## config.mk

```make
export PLATFORM = sky130hd
export DESIGN_NAME = register_vm_instruction_executor_core
export DESIGN_NICKNAME = d
export VERILOG_FILES = /design/src/rtl/core/rvx_pkg.sv /design/src/rtl/core/rvx_ctrl.sv /design/src/rtl/core/rvx_iter.sv /design/src/rtl/core/rvx_dpath.sv /design/src/rtl/core/register_vm_instruction_executor_core.sv
export SDC_FILE = /design/constraint.sdc
export NUM_CORES = 2
export LEC_CHECK = 0
export BUFFER_PORTS_ARGS = -buffer_cell sky130_fd_sc_hd__buf_2
export CAP_MARGIN = 15
export CORE_MARGIN = 2
export CORE_UTILIZATION = 50
export DETAILED_ROUTE_END_ITERATION = 8
export PLACE_DENSITY = 0.66
export SLEW_MARGIN = 40
export SYNTH_ARGS = -nofsm -noshare
export SYNTH_HDL_FRONTEND = slang
export SYNTH_SLANG_ARGS = --single-unit
```

## constraint.sdc

```tcl
create_clock -name clk -period 23.2 [get_ports clk]
set_input_delay 2.32 -clock clk [delete_from_list [all_inputs] [get_ports clk]]
set_output_delay 2.32 -clock clk [all_outputs]
set_load 0.02 [all_outputs]
```

## src/rtl/core/rvx_pkg.sv

```systemverilog
// Shared types, codes and constants for the register machine executor.
`default_nettype none
package rvx_pkg;

  localparam int REG_COUNT_DEF = 8;
  localparam int MEM_BYTES_DEF = 1024;
  localparam int WORD_BITS_DEF = 64;

  localparam int CMD_W   = 8;
  localparam int IDX_W   = 8;
  localparam int IMM_W   = 64;
  localparam int OPC_W   = 10;
  localparam int PIDX_W  = 3;
  localparam int PVAL_W  = 64;
  localparam int ST_W    = 3;
  localparam int LEN_W   = 4;

  localparam logic [LEN_W-1:0] LEN_HALT  = 4'd1;
  localparam logic [LEN_W-1:0] LEN_LOADI = 4'd10;
  localparam logic [LEN_W-1:0] LEN_ARITH = 4'd4;
  localparam logic [LEN_W-1:0] LEN_PRINT = 4'd2;
  localparam logic [LEN_W-1:0] LEN_JZ    = 4'd10;

  typedef enum logic [CMD_W-1:0] {
    OP_HALT  = 8'd0,
    OP_LOADI = 8'd1,
    OP_ADD   = 8'd2,
    OP_SUB   = 8'd3,
    OP_MUL   = 8'd4,
    OP_DIV   = 8'd5,
    OP_PRINT = 8'd6,
    OP_JUMP  = 8'd7,
    OP_JZ    = 8'd8
  } op_t;

  typedef enum logic [ST_W-1:0] {
    ST_OK      = 3'd0,
    ST_HALT    = 3'd1,
    ST_DIV0    = 3'd2,
    ST_BADOP   = 3'd3,
    ST_BADREG  = 3'd4,
    ST_BADADDR = 3'd5
  } st_t;

  typedef enum logic [2:0] {
    S_IDLE,
    S_DECODE,
    S_EXEC,
    S_ITER,
    S_FINISH
  } ctl_state_t;

  typedef struct packed {
    logic instr_load;
    logic exec_latch;
    logic iter_start;
    logic commit;
  } ctl_cmd_t;

  typedef struct packed {
    logic need_iter;
    logic iter_busy;
    logic out_free;
  } dp_sts_t;

endpackage
`default_nettype wire

```

## src/rtl/core/rvx_ctrl.sv

```systemverilog
// Sequencing state machine for the register machine executor.
`default_nettype none
module rvx_ctrl (
  input  wire logic              clk,
  input  wire logic              rst_n,
  input  wire logic              in_valid,
  output logic                   in_stall,
  input  wire rvx_pkg::dp_sts_t  sts,
  output rvx_pkg::ctl_cmd_t      cmd
);
  import rvx_pkg::*;

  ctl_state_t state_r;
  ctl_state_t state_nxt;

  always_ff @(posedge clk) begin
    if (!rst_n) begin
      state_r <= S_IDLE;
    end else begin
      state_r <= state_nxt;
    end
  end

  always_comb begin
    state_nxt = state_r;
    unique case (state_r)
      S_IDLE: begin
        if (in_valid) state_nxt = S_DECODE;
      end
      S_DECODE: state_nxt = S_EXEC;
      S_EXEC: begin
        state_nxt = sts.need_iter ? S_ITER : S_FINISH;
      end
      S_ITER: begin
        if (!sts.iter_busy) state_nxt = S_FINISH;
      end
      S_FINISH: begin
        if (sts.out_free) state_nxt = S_IDLE;
      end
      default: state_nxt = S_IDLE;
    endcase
  end

  always_comb begin
    in_stall       = (state_r != S_IDLE);
    cmd.instr_load = (state_r == S_IDLE) && in_valid;
    cmd.exec_latch = (state_r == S_EXEC);
    cmd.iter_start = (state_r == S_EXEC) && sts.need_iter;
    cmd.commit     = (state_r == S_FINISH) && sts.out_free;
  end

endmodule
`default_nettype wire

```

## src/rtl/core/rvx_iter.sv

```systemverilog
// Shared one-bit-per-cycle shift-add multiplier and restoring divider.
`default_nettype none
module rvx_iter #(
  parameter int WORD_BITS = rvx_pkg::WORD_BITS_DEF
) (
  input  wire logic                 clk,
  input  wire logic                 rst_n,
  input  wire logic                 start,
  input  wire logic                 op_div,
  input  wire logic [WORD_BITS-1:0] opa,
  input  wire logic [WORD_BITS-1:0] opb,
  output logic                      busy,
  output logic [WORD_BITS-1:0]      result
);
  import rvx_pkg::*;

  localparam int CNT_W = $clog2(WORD_BITS);
  localparam logic [CNT_W-1:0] CNT_LAST = CNT_W'(WORD_BITS - 1);

  logic                 busy_r;
  logic [CNT_W-1:0]     cnt_r;
  logic                 div_r;
  logic [WORD_BITS-1:0] x_r;
  logic [WORD_BITS-1:0] y_r;
  logic [WORD_BITS-1:0] acc_r;
  logic [WORD_BITS-1:0] b_r;
  logic [WORD_BITS-1:0] x_nxt;
  logic [WORD_BITS-1:0] y_nxt;
  logic [WORD_BITS-1:0] acc_nxt;
  logic [WORD_BITS:0]   rem_sh;
  logic [WORD_BITS:0]   diff;

  always_comb begin
    rem_sh  = {x_r, y_r[WORD_BITS-1]};
    diff    = rem_sh - {1'b0, b_r};
    x_nxt   = x_r;
    y_nxt   = y_r;
    acc_nxt = acc_r;
    if (div_r) begin
      if (!diff[WORD_BITS]) begin
        x_nxt = diff[WORD_BITS-1:0];
        y_nxt = {y_r[WORD_BITS-2:0], 1'b1};
      end else begin
        x_nxt = rem_sh[WORD_BITS-1:0];
        y_nxt = {y_r[WORD_BITS-2:0], 1'b0};
      end
    end else begin
      if (y_r[0]) acc_nxt = acc_r + x_r;
      x_nxt = {x_r[WORD_BITS-2:0], 1'b0};
      y_nxt = {1'b0, y_r[WORD_BITS-1:1]};
    end
  end

  always_ff @(posedge clk) begin
    if (!rst_n) begin
      busy_r <= 1'b0;
      cnt_r  <= '0;
    end else if (start) begin
      busy_r <= 1'b1;
      cnt_r  <= '0;
    end else if (busy_r) begin
      cnt_r <= cnt_r + 1'b1;
      if (cnt_r == CNT_LAST) busy_r <= 1'b0;
    end
  end

  always_ff @(posedge clk) begin
    if (start) begin
      div_r <= op_div;
      b_r   <= opb;
      acc_r <= '0;
      if (op_div) begin
        x_r <= '0;
        y_r <= opa;
      end else begin
        x_r <= opa;
        y_r <= opb;
      end
    end else if (busy_r) begin
      x_r   <= x_nxt;
      y_r   <= y_nxt;
      acc_r <= acc_nxt;
    end
  end

  assign busy   = busy_r;
  assign result = div_r ? y_r : acc_r;

endmodule
`default_nettype wire

```

## src/rtl/core/rvx_dpath.sv

```systemverilog
// Datapath: instruction latch, register file, pc, stop code, result register.
`default_nettype none
module rvx_dpath #(
  parameter int REG_COUNT = rvx_pkg::REG_COUNT_DEF,
  parameter int MEM_BYTES = rvx_pkg::MEM_BYTES_DEF,
  parameter int WORD_BITS = rvx_pkg::WORD_BITS_DEF
) (
  input  wire logic                       clk,
  input  wire logic                       rst_n,
  input  wire rvx_pkg::ctl_cmd_t          cmd,
  output rvx_pkg::dp_sts_t                sts,
  input  wire logic [rvx_pkg::CMD_W-1:0]  in_cmd,
  input  wire logic [rvx_pkg::IDX_W-1:0]  in_reg_first,
  input  wire logic [rvx_pkg::IDX_W-1:0]  in_reg_second,
  input  wire logic [rvx_pkg::IDX_W-1:0]  in_reg_third,
  input  wire logic [rvx_pkg::IMM_W-1:0]  in_immediate,
  output logic                            out_valid,
  input  wire logic                       out_stall,
  output logic [rvx_pkg::OPC_W-1:0]       out_next_pc,
  output logic                            out_print_valid,
  output logic [rvx_pkg::PIDX_W-1:0]      out_print_index,
  output logic [rvx_pkg::PVAL_W-1:0]      out_print_value,
  output logic [rvx_pkg::ST_W-1:0]        out_status
);
  import rvx_pkg::*;

  localparam int RIDX_W = $clog2(REG_COUNT);
  localparam int PC_W   = $clog2(MEM_BYTES);
  localparam logic [IDX_W-1:0] REG_LIM = IDX_W'(REG_COUNT);
  localparam logic [PC_W:0]    MEM_LIM = (PC_W + 1)'(MEM_BYTES);
  localparam logic [IMM_W-1:0] IMM_LIM = IMM_W'(MEM_BYTES);

  function automatic logic [PC_W-1:0] adv(input logic [PC_W-1:0] pc,
                                          input logic [LEN_W-1:0] len);
    logic [PC_W:0] s;
    s = {1'b0, pc} + (PC_W + 1)'(len);
    if (s >= MEM_LIM) s = s - MEM_LIM;
    return s[PC_W-1:0];
  endfunction

  logic [CMD_W-1:0]     ins_cmd_r;
  logic [IDX_W-1:0]     ins_ra_r;
  logic [IDX_W-1:0]     ins_rb_r;
  logic [IDX_W-1:0]     ins_rc_r;
  logic [IMM_W-1:0]     ins_imm_r;

  logic [WORD_BITS-1:0] mem [REG_COUNT];
  logic [REG_COUNT-1:0] vld_r;
  logic [WORD_BITS-1:0] rd_a_r;
  logic [WORD_BITS-1:0] rd_b_r;
  logic [RIDX_W-1:0]    addr_a;
  logic [RIDX_W-1:0]    addr_b;
  logic [RIDX_W-1:0]    addr_w;
  logic                 is_arith;

  logic [PC_W-1:0]      pc_r;
  st_t                  stop_r;

  logic [PC_W-1:0]      npc_nxt;
  st_t                  st_nxt;
  logic                 pv_nxt;
  logic [PIDX_W-1:0]    pidx_nxt;
  logic [WORD_BITS-1:0] pval_nxt;
  logic                 we_nxt;
  logic [WORD_BITS-1:0] wval_nxt;
  logic                 iter_nxt;
  logic                 ra_ok;
  logic                 rb_ok;
  logic                 rc_ok;
  logic                 imm_ok;

  logic [PC_W-1:0]      res_npc_r;
  st_t                  res_st_r;
  logic                 res_pv_r;
  logic [PIDX_W-1:0]    res_pidx_r;
  logic [WORD_BITS-1:0] res_pval_r;
  logic                 res_we_r;
  logic                 res_iter_r;
  logic [WORD_BITS-1:0] res_wval_r;
  logic [WORD_BITS-1:0] wdata;

  logic                 out_valid_r;
  logic                 iter_busy;
  logic [WORD_BITS-1:0] iter_result;

  always_ff @(posedge clk) begin
    if (cmd.instr_load) begin
      ins_cmd_r <= in_cmd;
      ins_ra_r  <= in_reg_first;
      ins_rb_r  <= in_reg_second;
      ins_rc_r  <= in_reg_third;
      ins_imm_r <= in_immediate;
    end
  end

  assign is_arith = (ins_cmd_r == OP_ADD) || (ins_cmd_r == OP_SUB) ||
                    (ins_cmd_r == OP_MUL) || (ins_cmd_r == OP_DIV);
  assign addr_a   = is_arith ? ins_rb_r[RIDX_W-1:0] : ins_ra_r[RIDX_W-1:0];
  assign addr_b   = ins_rc_r[RIDX_W-1:0];
  assign addr_w   = ins_ra_r[RIDX_W-1:0];
  assign wdata    = res_iter_r ? iter_result : res_wval_r;

  always_ff @(posedge clk) begin
    if (cmd.commit && res_we_r) mem[addr_w] <= wdata;
    rd_a_r <= (32'(addr_a) < REG_COUNT && vld_r[addr_a]) ? mem[addr_a] : '0;
    rd_b_r <= (32'(addr_b) < REG_COUNT && vld_r[addr_b]) ? mem[addr_b] : '0;
  end

  always_ff @(posedge clk) begin
    if (!rst_n) begin
      vld_r  <= '0;
      pc_r   <= '0;
      stop_r <= ST_OK;
    end else if (cmd.commit) begin
      if (res_we_r) vld_r[addr_w] <= 1'b1;
      pc_r   <= res_npc_r;
      stop_r <= res_st_r;
    end
  end

  always_comb begin
    ra_ok    = ins_ra_r < REG_LIM;
    rb_ok    = ins_rb_r < REG_LIM;
    rc_ok    = ins_rc_r < REG_LIM;
    imm_ok   = ins_imm_r < IMM_LIM;
    npc_nxt  = pc_r;
    st_nxt   = ST_OK;
    pv_nxt   = 1'b0;
    pidx_nxt = '0;
    pval_nxt = '0;
    we_nxt   = 1'b0;
    wval_nxt = '0;
    iter_nxt = 1'b0;
    if (stop_r != ST_OK) begin
      st_nxt = stop_r;
    end else begin
      unique case (ins_cmd_r)
        OP_HALT: begin
          npc_nxt = adv(pc_r, LEN_HALT);
          st_nxt  = ST_HALT;
        end
        OP_LOADI: begin
          if (!ra_ok) begin
            st_nxt = ST_BADREG;
          end else begin
            we_nxt   = 1'b1;
            wval_nxt = ins_imm_r[WORD_BITS-1:0];
            npc_nxt  = adv(pc_r, LEN_LOADI);
          end
        end
        OP_ADD, OP_SUB, OP_MUL, OP_DIV: begin
          if (!(ra_ok && rb_ok && rc_ok)) begin
            st_nxt = ST_BADREG;
          end else if (ins_cmd_r == OP_DIV && rd_b_r == '0) begin
            st_nxt = ST_DIV0;
          end else begin
            we_nxt   = 1'b1;
            wval_nxt = (ins_cmd_r == OP_ADD) ? rd_a_r + rd_b_r : rd_a_r - rd_b_r;
            iter_nxt = (ins_cmd_r == OP_MUL) || (ins_cmd_r == OP_DIV);
            npc_nxt  = adv(pc_r, LEN_ARITH);
          end
        end
        OP_PRINT: begin
          if (!ra_ok) begin
            st_nxt = ST_BADREG;
          end else begin
            pv_nxt   = 1'b1;
            pidx_nxt = ins_ra_r[PIDX_W-1:0];
            pval_nxt = rd_a_r;
            npc_nxt  = adv(pc_r, LEN_PRINT);
          end
        end
        OP_JUMP: begin
          if (!imm_ok) st_nxt = ST_BADADDR;
          else npc_nxt = ins_imm_r[PC_W-1:0];
        end
        OP_JZ: begin
          if (!ra_ok) begin
            st_nxt = ST_BADREG;
          end else if (rd_a_r == '0) begin
            if (!imm_ok) st_nxt = ST_BADADDR;
            else npc_nxt = ins_imm_r[PC_W-1:0];
          end else begin
            npc_nxt = adv(pc_r, LEN_JZ);
          end
        end
        default: st_nxt = ST_BADOP;
      endcase
    end
  end

  always_ff @(posedge clk) begin
    if (cmd.exec_latch) begin
      res_npc_r  <= npc_nxt;
      res_st_r   <= st_nxt;
      res_pv_r   <= pv_nxt;
      res_pidx_r <= pidx_nxt;
      res_pval_r <= pval_nxt;
      res_we_r   <= we_nxt;
      res_iter_r <= iter_nxt;
      res_wval_r <= wval_nxt;
    end
  end

  rvx_iter #(
    .WORD_BITS (WORD_BITS)
  ) u_iter (
    .clk    (clk),
    .rst_n  (rst_n),
    .start  (cmd.iter_start),
    .op_div (ins_cmd_r == OP_DIV),
    .opa    (rd_a_r),
    .opb    (rd_b_r),
    .busy   (iter_busy),
    .result (iter_result)
  );

  always_ff @(posedge clk) begin
    if (!rst_n) begin
      out_valid_r <= 1'b0;
    end else if (cmd.commit) begin
      out_valid_r <= 1'b1;
    end else if (!out_stall) begin
      out_valid_r <= 1'b0;
    end
  end

  always_ff @(posedge clk) begin
    if (cmd.commit) begin
      out_next_pc     <= OPC_W'(res_npc_r);
      out_print_valid <= res_pv_r;
      out_print_index <= res_pidx_r;
      out_print_value <= PVAL_W'(res_pval_r);
      out_status      <= res_st_r;
    end
  end

  assign out_valid     = out_valid_r;
  assign sts.need_iter = iter_nxt;
  assign sts.iter_busy = iter_busy;
  assign sts.out_free  = !out_valid_r || !out_stall;

endmodule
`default_nettype wire

```

## src/rtl/core/register_vm_instruction_executor_core.sv

```systemverilog
// Each accepted beat passes through the decode, execute and finish states before
// out_valid; mul and div also wait in the iterate state for the one-bit-per-cycle
// shift-add and restoring divide unit; one instruction is in work at a time.
// A new beat is taken only once the previous one has committed, and a finished
// beat waits in the finish state for the output register to free up.
// Reset (synchronous, rst_n low) clears registers to zero, pc to zero and
// the stop code to running; the register file is cleared through valid bits.
`default_nettype none
module register_vm_instruction_executor_core #(
  parameter int REG_COUNT = rvx_pkg::REG_COUNT_DEF,
  parameter int MEM_BYTES = rvx_pkg::MEM_BYTES_DEF,
  parameter int WORD_BITS = rvx_pkg::WORD_BITS_DEF
) (
  input  wire logic                       clk,
  input  wire logic                       rst_n,
  input  wire logic                       in_valid,
  output logic                            in_stall,
  input  wire logic [rvx_pkg::CMD_W-1:0]  in_cmd,
  input  wire logic [rvx_pkg::IDX_W-1:0]  in_reg_first,
  input  wire logic [rvx_pkg::IDX_W-1:0]  in_reg_second,
  input  wire logic [rvx_pkg::IDX_W-1:0]  in_reg_third,
  input  wire logic [rvx_pkg::IMM_W-1:0]  in_immediate,
  output logic                            out_valid,
  input  wire logic                       out_stall,
  output logic [rvx_pkg::OPC_W-1:0]       out_next_pc,
  output logic                            out_print_valid,
  output logic [rvx_pkg::PIDX_W-1:0]      out_print_index,
  output logic [rvx_pkg::PVAL_W-1:0]      out_print_value,
  output logic [rvx_pkg::ST_W-1:0]        out_status
);
  import rvx_pkg::*;

  ctl_cmd_t ctl_cmd;
  dp_sts_t  dp_sts;

  rvx_ctrl u_ctrl (
    .clk      (clk),
    .rst_n    (rst_n),
    .in_valid (in_valid),
    .in_stall (in_stall),
    .sts      (dp_sts),
    .cmd      (ctl_cmd)
  );

  rvx_dpath #(
    .REG_COUNT (REG_COUNT),
    .MEM_BYTES (MEM_BYTES),
    .WORD_BITS (WORD_BITS)
  ) u_dpath (
    .clk             (clk),
    .rst_n           (rst_n),
    .cmd             (ctl_cmd),
    .sts             (dp_sts),
    .in_cmd          (in_cmd),
    .in_reg_first    (in_reg_first),
    .in_reg_second   (in_reg_second),
    .in_reg_third    (in_reg_third),
    .in_immediate    (in_immediate),
    .out_valid       (out_valid),
    .out_stall       (out_stall),
    .out_next_pc     (out_next_pc),
    .out_print_valid (out_print_valid),
    .out_print_index (out_print_index),
    .out_print_value (out_print_value),
    .out_status      (out_status)
  );

  a_commit_free: assert property (@(posedge clk) disable iff (!rst_n)
    ctl_cmd.commit |-> (!out_valid || !out_stall))
    else $error("result committed over an unaccepted beat");

  a_commit_valid: assert property (@(posedge clk) disable iff (!rst_n)
    ctl_cmd.commit |=> out_valid)
    else $error("committed result not presented");

  a_accept_busy: assert property (@(posedge clk) disable iff (!rst_n)
    (in_valid && !in_stall) |=> in_stall)
    else $error("second beat taken while one is in work");

  a_no_start_busy: assert property (@(posedge clk) disable iff (!rst_n)
    ctl_cmd.iter_start |=> dp_sts.iter_busy)
    else $error("iterative unit did not start");

endmodule
`default_nettype wire

```

Word level (Yosys, flattened, before mapping)
Memory sizes are Yosys's and may differ from the RTL's. A register that Yosys moved wholly into a read port is not among the register bits.
Index checks and enable logic that the tools add are counted.
W data, S select, Z words.
{"block": "classes", "muxes": 65, "n_eq_ne": 17, "n_lt_le_gt_ge": 12, "reduce_logical": 32, "bitwise": 5, "addsub": 13}
{"operator": "$mux W64", "n": 15}
{"operator": "$add A64 B64 Y64", "n": 2}
{"operator": "$logic_not A64 Y1", "n": 2}
{"operator": "$pmux W64 S2", "n": 1}
{"operator": "$mux W10", "n": 12}
{"operator": "$sub A65 B64 Y65", "n": 1}
{"operator": "$lt A64 B11 Y1 const B", "n": 1}
{"operator": "$sub A64 B64 Y64", "n": 1}
{"operator": "$pmux W10 S6", "n": 1}
{"operator": "$ge A11 B11 Y1 const B", "n": 4}
{"operator": "$sub A10 B1 Y10 const B", "n": 4}
{"operator": "$mux W3", "n": 11}
{"operator": "$eq A8 B3 Y1 const B", "n": 4}
{"operator": "$pmux W3 S5", "n": 2}
{"operator": "$lt A8 B4 Y1 const B", "n": 3}
{"operator": "$mux W1", "n": 18}
{"operator": "$eq A8 B2 Y1 const B", "n": 2}
{"operator": "$lt A3 B4 Y1 const B", "n": 3}
{"operator": "$add A10 B1 Y11 const B", "n": 1}
{"operator": "$add A10 B2 Y11 const B", "n": 1}
{"operator": "$add A10 B3 Y11 const B", "n": 1}
{"operator": "$add A10 B4 Y11 const B", "n": 1}
{"operator": "$eq A8 B1 Y1 const B", "n": 1}
{"operator": "$eq A8 B4 Y1 const B", "n": 1}
{"operator": "26 further kinds", "n": 51}
{"block": "word_totals", "memories": 1, "output_inout_bits": 83, "ram_bits": 512, "ff_bits": 613, "wordCells": 175}
{"memory": "u_dpath.mem", "words": 8, "width": 64, "read_ports": 2, "rd_clocked_by_memory_dff": 2, "write_ports": 1, "line_no": "rvx_dpath.sv:47", "rtl": "logic [WORD_BITS-1:0] mem [REG_COUNT];"}

Longest topological paths before layout
{"block": "logic_depth", "ltp_word": 8, "mapped_depth": 22, "ltp_nobuf": 21}

Hierarchy
Synthesis repeated with hierarchy kept, for this count alone.
{"block": "unflattened", "hier_cells": 5429, "area_unflattened_um2": 65653.0}
{"module": "rvx_dpath", "instances": 1, "cells_each": 3130, "area_each_um2": 45578.7}
{"module": "rvx_iter", "instances": 1, "cells_each": 2271, "area_each_um2": 19860.3}
{"module": "rvx_ctrl", "instances": 1, "cells_each": 28, "area_each_um2": 214.0}

Least setup slack after synthesis
OpenSTA, ideal clock, no wires.
{"block": "synth_timing", "path_type": "register -> register", "from": "reg u_ctrl.state_r[1]", "to": "reg u_dpath.u_iter.x_r[0], enable pin", "path_stages_with_launch": 7, "required_time_ps": 22691, "setup_time_ps": 509, "arrival_ps": 15741, "synth_period_minus_slack_ps": 16250, "slack_ps": 6950, "cell_sequence": "dfxtp_1 clkbuf_1 nor3b_1 inv_1 a211o_1 buf_6 nand2b_1"}
{"block": "synth_between", "elab_chain_cells": 3}
{"item": "start: declaration", "line_no": "rvx_ctrl.sv:13", "rtl": "ctl_state_t state_r;"}
{"item": "start signal: assignment", "line_no": "rvx_ctrl.sv:20", "rtl": "state_r <= state_nxt;"}
{"item": "$eq A3 B2 Y1", "line_no": "rvx_ctrl.sv:48", "rtl": "cmd.iter_start = (state_r == S_EXEC) && sts.need_iter;"}
{"item": "$logic_and A1 B1 Y1", "line_no": "rvx_ctrl.sv:48"}
{"item": "$reduce_bool A2 Y1 (no line)"}
{"item": "end signal: assignment", "line_no": "rvx_iter.sv:76", "rtl": "x_r <= opa;"}
{"item": "end signal: assignment", "line_no": "rvx_iter.sv:80", "rtl": "x_r <= x_nxt;"}
{"item": "end: declaration", "line_no": "rvx_iter.sv:23", "rtl": "logic [WORD_BITS-1:0] x_r;"}
Every way passes these cells.
A chain may end at the register's enable or synchronous reset.

Final worst setup path
{"block": "layout_timing", "from": "reg u_dpath.rd_b_r[12], read port of u_dpath.mem", "to": "reg u_dpath.res_wval_r[61] (data pin)"}
{"block": "layout_between", "elab_chain_cells": 5, "elab_cells_between_ends": 8, "classes_between": "add/sub (2); mux (4); reduce/logical (2)"}
{"item": "start: declaration", "line_no": "rvx_dpath.sv:50", "rtl": "logic [WORD_BITS-1:0] rd_b_r;"}
{"item": "$sub A64 B64 Y64, or another cell as far along", "line_no": "rvx_dpath.sv:158", "rtl": "wval_nxt = (ins_cmd_r == OP_ADD) ? rd_a_r + rd_b_r : rd_a_r - rd_b_r;"}
{"item": "$mux W64 / $logic_and A1 B1 Y1 (equally long branches)", "line_no": "rvx_dpath.sv:158, rvx_dpath.sv:154"}
{"item": "$mux W64 (*)", "line_no": "rvx_dpath.sv:154", "rtl": "end else if (ins_cmd_r == OP_DIV && rd_b_r == '0) begin"}
{"item": "$mux W64 (*)", "line_no": "rvx_dpath.sv:152", "rtl": "if (!(ra_ok && rb_ok && rc_ok)) begin"}
{"item": "$pmux W64 S2 (*)", "line_no": "rvx_dpath.sv:137", "rtl": "unique case (ins_cmd_r)"}
{"item": "end signal: assignment", "line_no": "rvx_dpath.sv:201", "rtl": "res_wval_r <= wval_nxt;"}
{"item": "end: declaration", "line_no": "rvx_dpath.sv:79", "rtl": "logic [WORD_BITS-1:0] res_wval_r;"}
Mark *: on every way between the ends. The rest lies on a longest branch, timed or not.

==> summary.log <==
INFO  outcome        result_of_the_run=complete, no violations
INFO  die            die_y=364um
INFO  grt            gr-total-overflow=0
INFO  power_and_ir_drop p_clk_frac=0.447
INFO  power_and_ir_drop p_per_area=69.7nW/um^2
INFO  sta            hold_viol_final=0
INFO  sta            max_slew.worst_pin.slew=0.891ns
INFO  synthesis      netlist.area_leader.share=0.477
INFO  clock_network  clock_sinks=1,253
INFO  detailed_routing routed-wl-met2=91.1mm
INFO  critical_path  rrSetupSlack=16.64ns
INFO  synthesis      syn-instance-count=5,381
INFO  clock_network  clockBufferDepth=3
INFO  detailed_routing routed_via_density=6.42
INFO  detailed_routing drc_errors=0
INFO  sta            max_slew_margin=0.406
INFO  critical_path  critical_register_to_register_path_endpoint=u_dpath.res_wval_r[61]
INFO  detailed_routing totalWireLength=207mm
INFO  detailed_routing dr.pass1.iters=8
INFO  power_and_ir_drop seqPwrFrac=0.491
INFO  clock_network  clock-root-buffer=clkbuf_16
INFO  grt            vias_in_the_first_global_route=44,800
INFO  min_path       hold_path_depth=0
INFO  power_and_ir_drop vdd_ir_max=0.0000786V
INFO  synthesis      synth.yosys.warnings=0
INFO  grt            grt_antenna_before_repair=5
INFO  place          dp_hpwl=146mm
INFO  detailed_routing met1_length=86.3mm
INFO  min_path       hold_removal_path_class=reg -> reg
INFO  synthesis      synth.lib_cells_used.distinct=83
INFO  detailed_routing via_count=47,100
INFO  grt            pin_count_of_the_biggest_net_entering_global_routing=136
INFO  clock_network  tritoncts_clock_tree=yes
INFO  critical_path  path_max_fanout=7
INFO  synthesis      synth.ff_latch_count=1,253
INFO  finish         nets=5,796
INFO  detailed_routing wl_per_cell=28.2um
INFO  synthesis      synth_nets=5,696
INFO  critical_path  cp_data_arrival_time=7.12ns
INFO  power_and_ir_drop internal_power=3.90mW
INFO  synthesis      synth_edf_count=1,029
INFO  sta            min_clock_period_post_route=6.56ns
INFO  detailed_routing first_iteration_detailed_routing_drc_count=6,058
INFO  sta            fin_skew=0.0395ns
INFO  sta            timing.fmax=0.152GHz
INFO  die            floorplan.die_area=132,000squm
INFO  power_and_ir_drop p_sw=1.15mW
INFO  detailed_routing ant_nets=0
INFO  critical_path  critical_path.endpoint=u_dpath.res_wval_r[61]
INFO  critical_path  start_kind=register
INFO  synthesis      synth_area_leaders=edfxtp_1 (48%), mux4_2 (9.0%), dfxtp_1 (6.9%)
INFO  place          port_buffers=182
INFO  synthesis      synthesis.area_per_instance=12.0squm
INFO  power_and_ir_drop net_sw_frac=0.228
INFO  job            drv_cap=0
INFO  synthesis      syn_area=64,700squm
INFO  clock_network  postCtsResizedCells=0
INFO  finish         drive_above_1_share=0.150
INFO  power_and_ir_drop leakagePower=26.0nW
INFO  clock_network  cts_stage_hold_buffer_count=0
INFO  die            number_of_standard_cell_rows_in_the_floorplan=132
INFO  sta            setup-violations-final=0
INFO  grt            global_route_wire_length_before_repair=299mm
INFO  clock_network  cts_buffers=137
INFO  synthesis      synth-async-reset-ratio=0
INFO  die            placeable_core_region=129,000squm
INFO  die            floorplan.die.width=364um
INFO  power_and_ir_drop power.combinational.fraction=0.062
INFO  place          globalplace.congestion=1.01
INFO  sta            final_min_period_over_clock_period=0.283
INFO  clock_network  post_cts_buffers=0
INFO  detailed_routing highest-signal-layer=met4
INFO  die            initial_core_util=0.502
INFO  sta            rsz_0062_raised_after_global_routing=false
INFO  finish         final.fill_count=10,500
INFO  finish         postLayoutCellArea=72,500squm
INFO  synthesis      yosysSeqAreaShare=0.547
INFO  critical_path  worst-setup-path-type=reg -> reg
INFO  critical_path  cp-startpoint=u_dpath.rd_b_r[12]
INFO  detailed_routing met3_wirelength=23.2mm
INFO  synthesis      synth_flop_cell=edfxtp_1
INFO  sta            slew_viol_final=0
INFO  grt            grt_usage=0.309
INFO  finish         area_growth_from_synthesis_to_final_layout=11.9%
INFO  synthesis      post-synth-top-area-cell=edfxtp_1
INFO  sta            setup_tns=0ns
INFO  critical_path  worst_ep_required_time=23.76ns
INFO  critical_path  worst_r2r_path_depth=19
INFO  clock_network  insertion_delay_of_the_later_clocked_pin_in_the_worst_skew_pair=0.81ns
INFO  place          detailed_place.area=67,700squm
INFO  die            floorplan.io_pins=183
INFO  clock_network  cts_max_level=4
INFO  critical_path  endpoint_kind=register
INFO  critical_path  regToRegStartpoint=u_dpath.rd_b_r[12]
INFO  clock_network  path_clk_slew=0.06ns
==> metrics by stage <==
stage | total power, mW | instances | utilization | setup WS [ns] | hold slack [ns]
after global routing | 5.19 | 7339 | 0.562 | 16.26 | 0.420
final | 5.05 | 7341 | 0.562 | 16.64 | 0.417
after CTS | 5.08 | 7336 | 0.561 | 16.62 | 0.416
after detailed placement | 2.83 | 7081 | 0.525 | 16.65 | 0.405
after global placement | 2.83 | 7077 | 0.523 | 16.69 | 0.401
after floorplan | 2.74 | 5381 | - | 6.95 | 0.400
==> layer usage <==
| layer | track usage | vias to the layer above |
|---|---|---|
| li1 | - | 20700 |
| met1 | 0.455 | 23700 |
| met2 | 0.459 | 2407 |
| met3 | 0.0642 | 300 |
| met4 | 0.101 | 0 |
| met5 | 0 | - |
==> registers in the layout (all words and copies together), names as in the netlist, 10 cells and up <==
| register | cells |
|---|---|
| u_dpath.ins_imm_r | 64 |
| u_dpath.mem | 512 |
| u_dpath.out_next_pc | 10 |
| u_dpath.out_print_value | 64 |
| u_dpath.pc_r | 10 |
| u_dpath.rd_a_r | 64 |
| u_dpath.rd_b_r | 64 |
| u_dpath.res_npc_r | 10 |
| u_dpath.res_pval_r | 64 |
| u_dpath.res_wval_r | 64 |
| u_dpath.u_iter.acc_r | 64 |
| u_dpath.u_iter.b_r | 64 |
| u_dpath.u_iter.x_r | 64 |
| u_dpath.u_iter.y_r | 64 |
==> worst min path at each step <==
stage | startpoint | to | slack, ns
after floorplan | u_dpath.res_pidx_r[0] | u_dpath.out_print_index[0] | 0.40
after global placement | u_dpath.res_pval_r[53] | u_dpath.out_print_value[53] | 0.40
after detailed placement | u_dpath.res_pval_r[2] | u_dpath.out_print_value[2] | 0.40
after CTS | u_dpath.res_pval_r[60] | u_dpath.out_print_value[60] | 0.42
after global routing | u_dpath.res_pval_r[36] | u_dpath.out_print_value[36] | 0.42
final | u_dpath.res_pval_r[60] | u_dpath.out_print_value[60] | 0.42
==> layout make-up <==
class | instances | area, sq um | area share
sequential | 1253 | 35400 | 0.488
multi-input combinational | 3696 | 28100 | 0.388
clock buffer | 177 | 3710 | 0.0512
tap | 1742 | 2180 | 0.0301
timing repair buffer | 259 | 1610 | 0.0222
clock inverter | 78 | 937 | 0.0129
inverter | 134 | 508 | 0.00701
antenna | 2 | 5.00 | 0.0000691
==> logic make-up (layout without fill, tap and decap cells) <==
| kind of cell | count (synthesis) | in the layout | synth area share |
|---|---|---|---|
| buf+inv | 432 | 648 | 0.0253 |
| mux | 463 | 463 | 0.122 |
| simple gates | 1385 | 1385 | 0.101 |
| fa+ha+maj | 215 | 215 | 0.0419 |
| compound gates | 1387 | 1387 | 0.130 |
| other cells | 0 | 2 | 0 |
| xor+xnor | 246 | 246 | 0.0333 |
| flops | 1253 | 1253 | 0.547 |
==> synth_stat cells, drive strengths merged (30+ instances only) <==
master,instances
edfxtp,1029
a21oi,624
nand2,475
nor2,358
mux4,260
clkbuf,250
dfxtp,224
o21ai,219
ha,212
mux2i,202
xnor2,155
and2,140
inv,133
a21o,115
xor2,91
a211oi,86
nand3,86
nand4,62
nor3,57
nor4,55
buf,48
o21bai,41
a22oi,36
a31oi,36
o21a,32
o31ai,32
nand2b,30
==> cell usage in the layout (no fill, tap or decap), types with 29 or more instances in the layout <==
| cell type | n |
|---|---|
| o21bai_1 | 41 |
| clkbuf_16 | 138 |
| ha_1 | 212 |
| nor4_1 | 47 |
| xnor2_1 | 155 |
| mux2i_1 | 196 |
| a31oi_1 | 35 |
| nand2_1 | 473 |
| a21o_1 | 115 |
| a22oi_1 | 36 |
| xor2_1 | 91 |
| and2_1 | 139 |
| a21oi_1 | 597 |
| mux4_2 | 260 |
| nand2b_1 | 29 |
| edfxtp_1 | 1029 |
| nor2_1 | 349 |
| a211oi_1 | 85 |
| o31ai_1 | 31 |
| o21a_1 | 32 |
| o21ai_0 | 219 |
| nand3_1 | 83 |
| nor3_1 | 52 |
| inv_1 | 129 |
| buf_4 | 62 |
| nand4_1 | 62 |
| buf_2 | 182 |
| dfxtp_1 | 224 |
==> power groups by stage <==
stage | logic, mW | registers (mW) | clock network [mW]
after floorplan | 0.219 | 2.52 | 0
after global placement | 0.302 | 2.53 | 0
after detailed placement | 0.306 | 2.53 | 0
after CTS | 0.308 | 2.48 | 2.29
after global routing | 0.334 | 2.48 | 2.38
final | 0.311 | 2.48 | 2.26
==> worst max-delay path: stages (launching register included) <==
cell,delay [ns]
dfxtp_1,0.37
nor4_1,0.63
nor4b_1,0.61
nor4b_1,0.50
and3b_1,0.44
nand2_1,0.24
o31ai_1,0.30
xnor2_1,0.17
ha_1,0.33
a21o_1,0.21
a21o_1,0.17
a21oi_1,0.17
o21ai_0,0.12
a31oi_1,0.22
nand3_1,0.21
a2111o_1,0.48
a311o_1,0.40
nor2b_1,0.16
or3_1,0.34
a32o_1,0.25
Power figures use the tool's default switching activity.
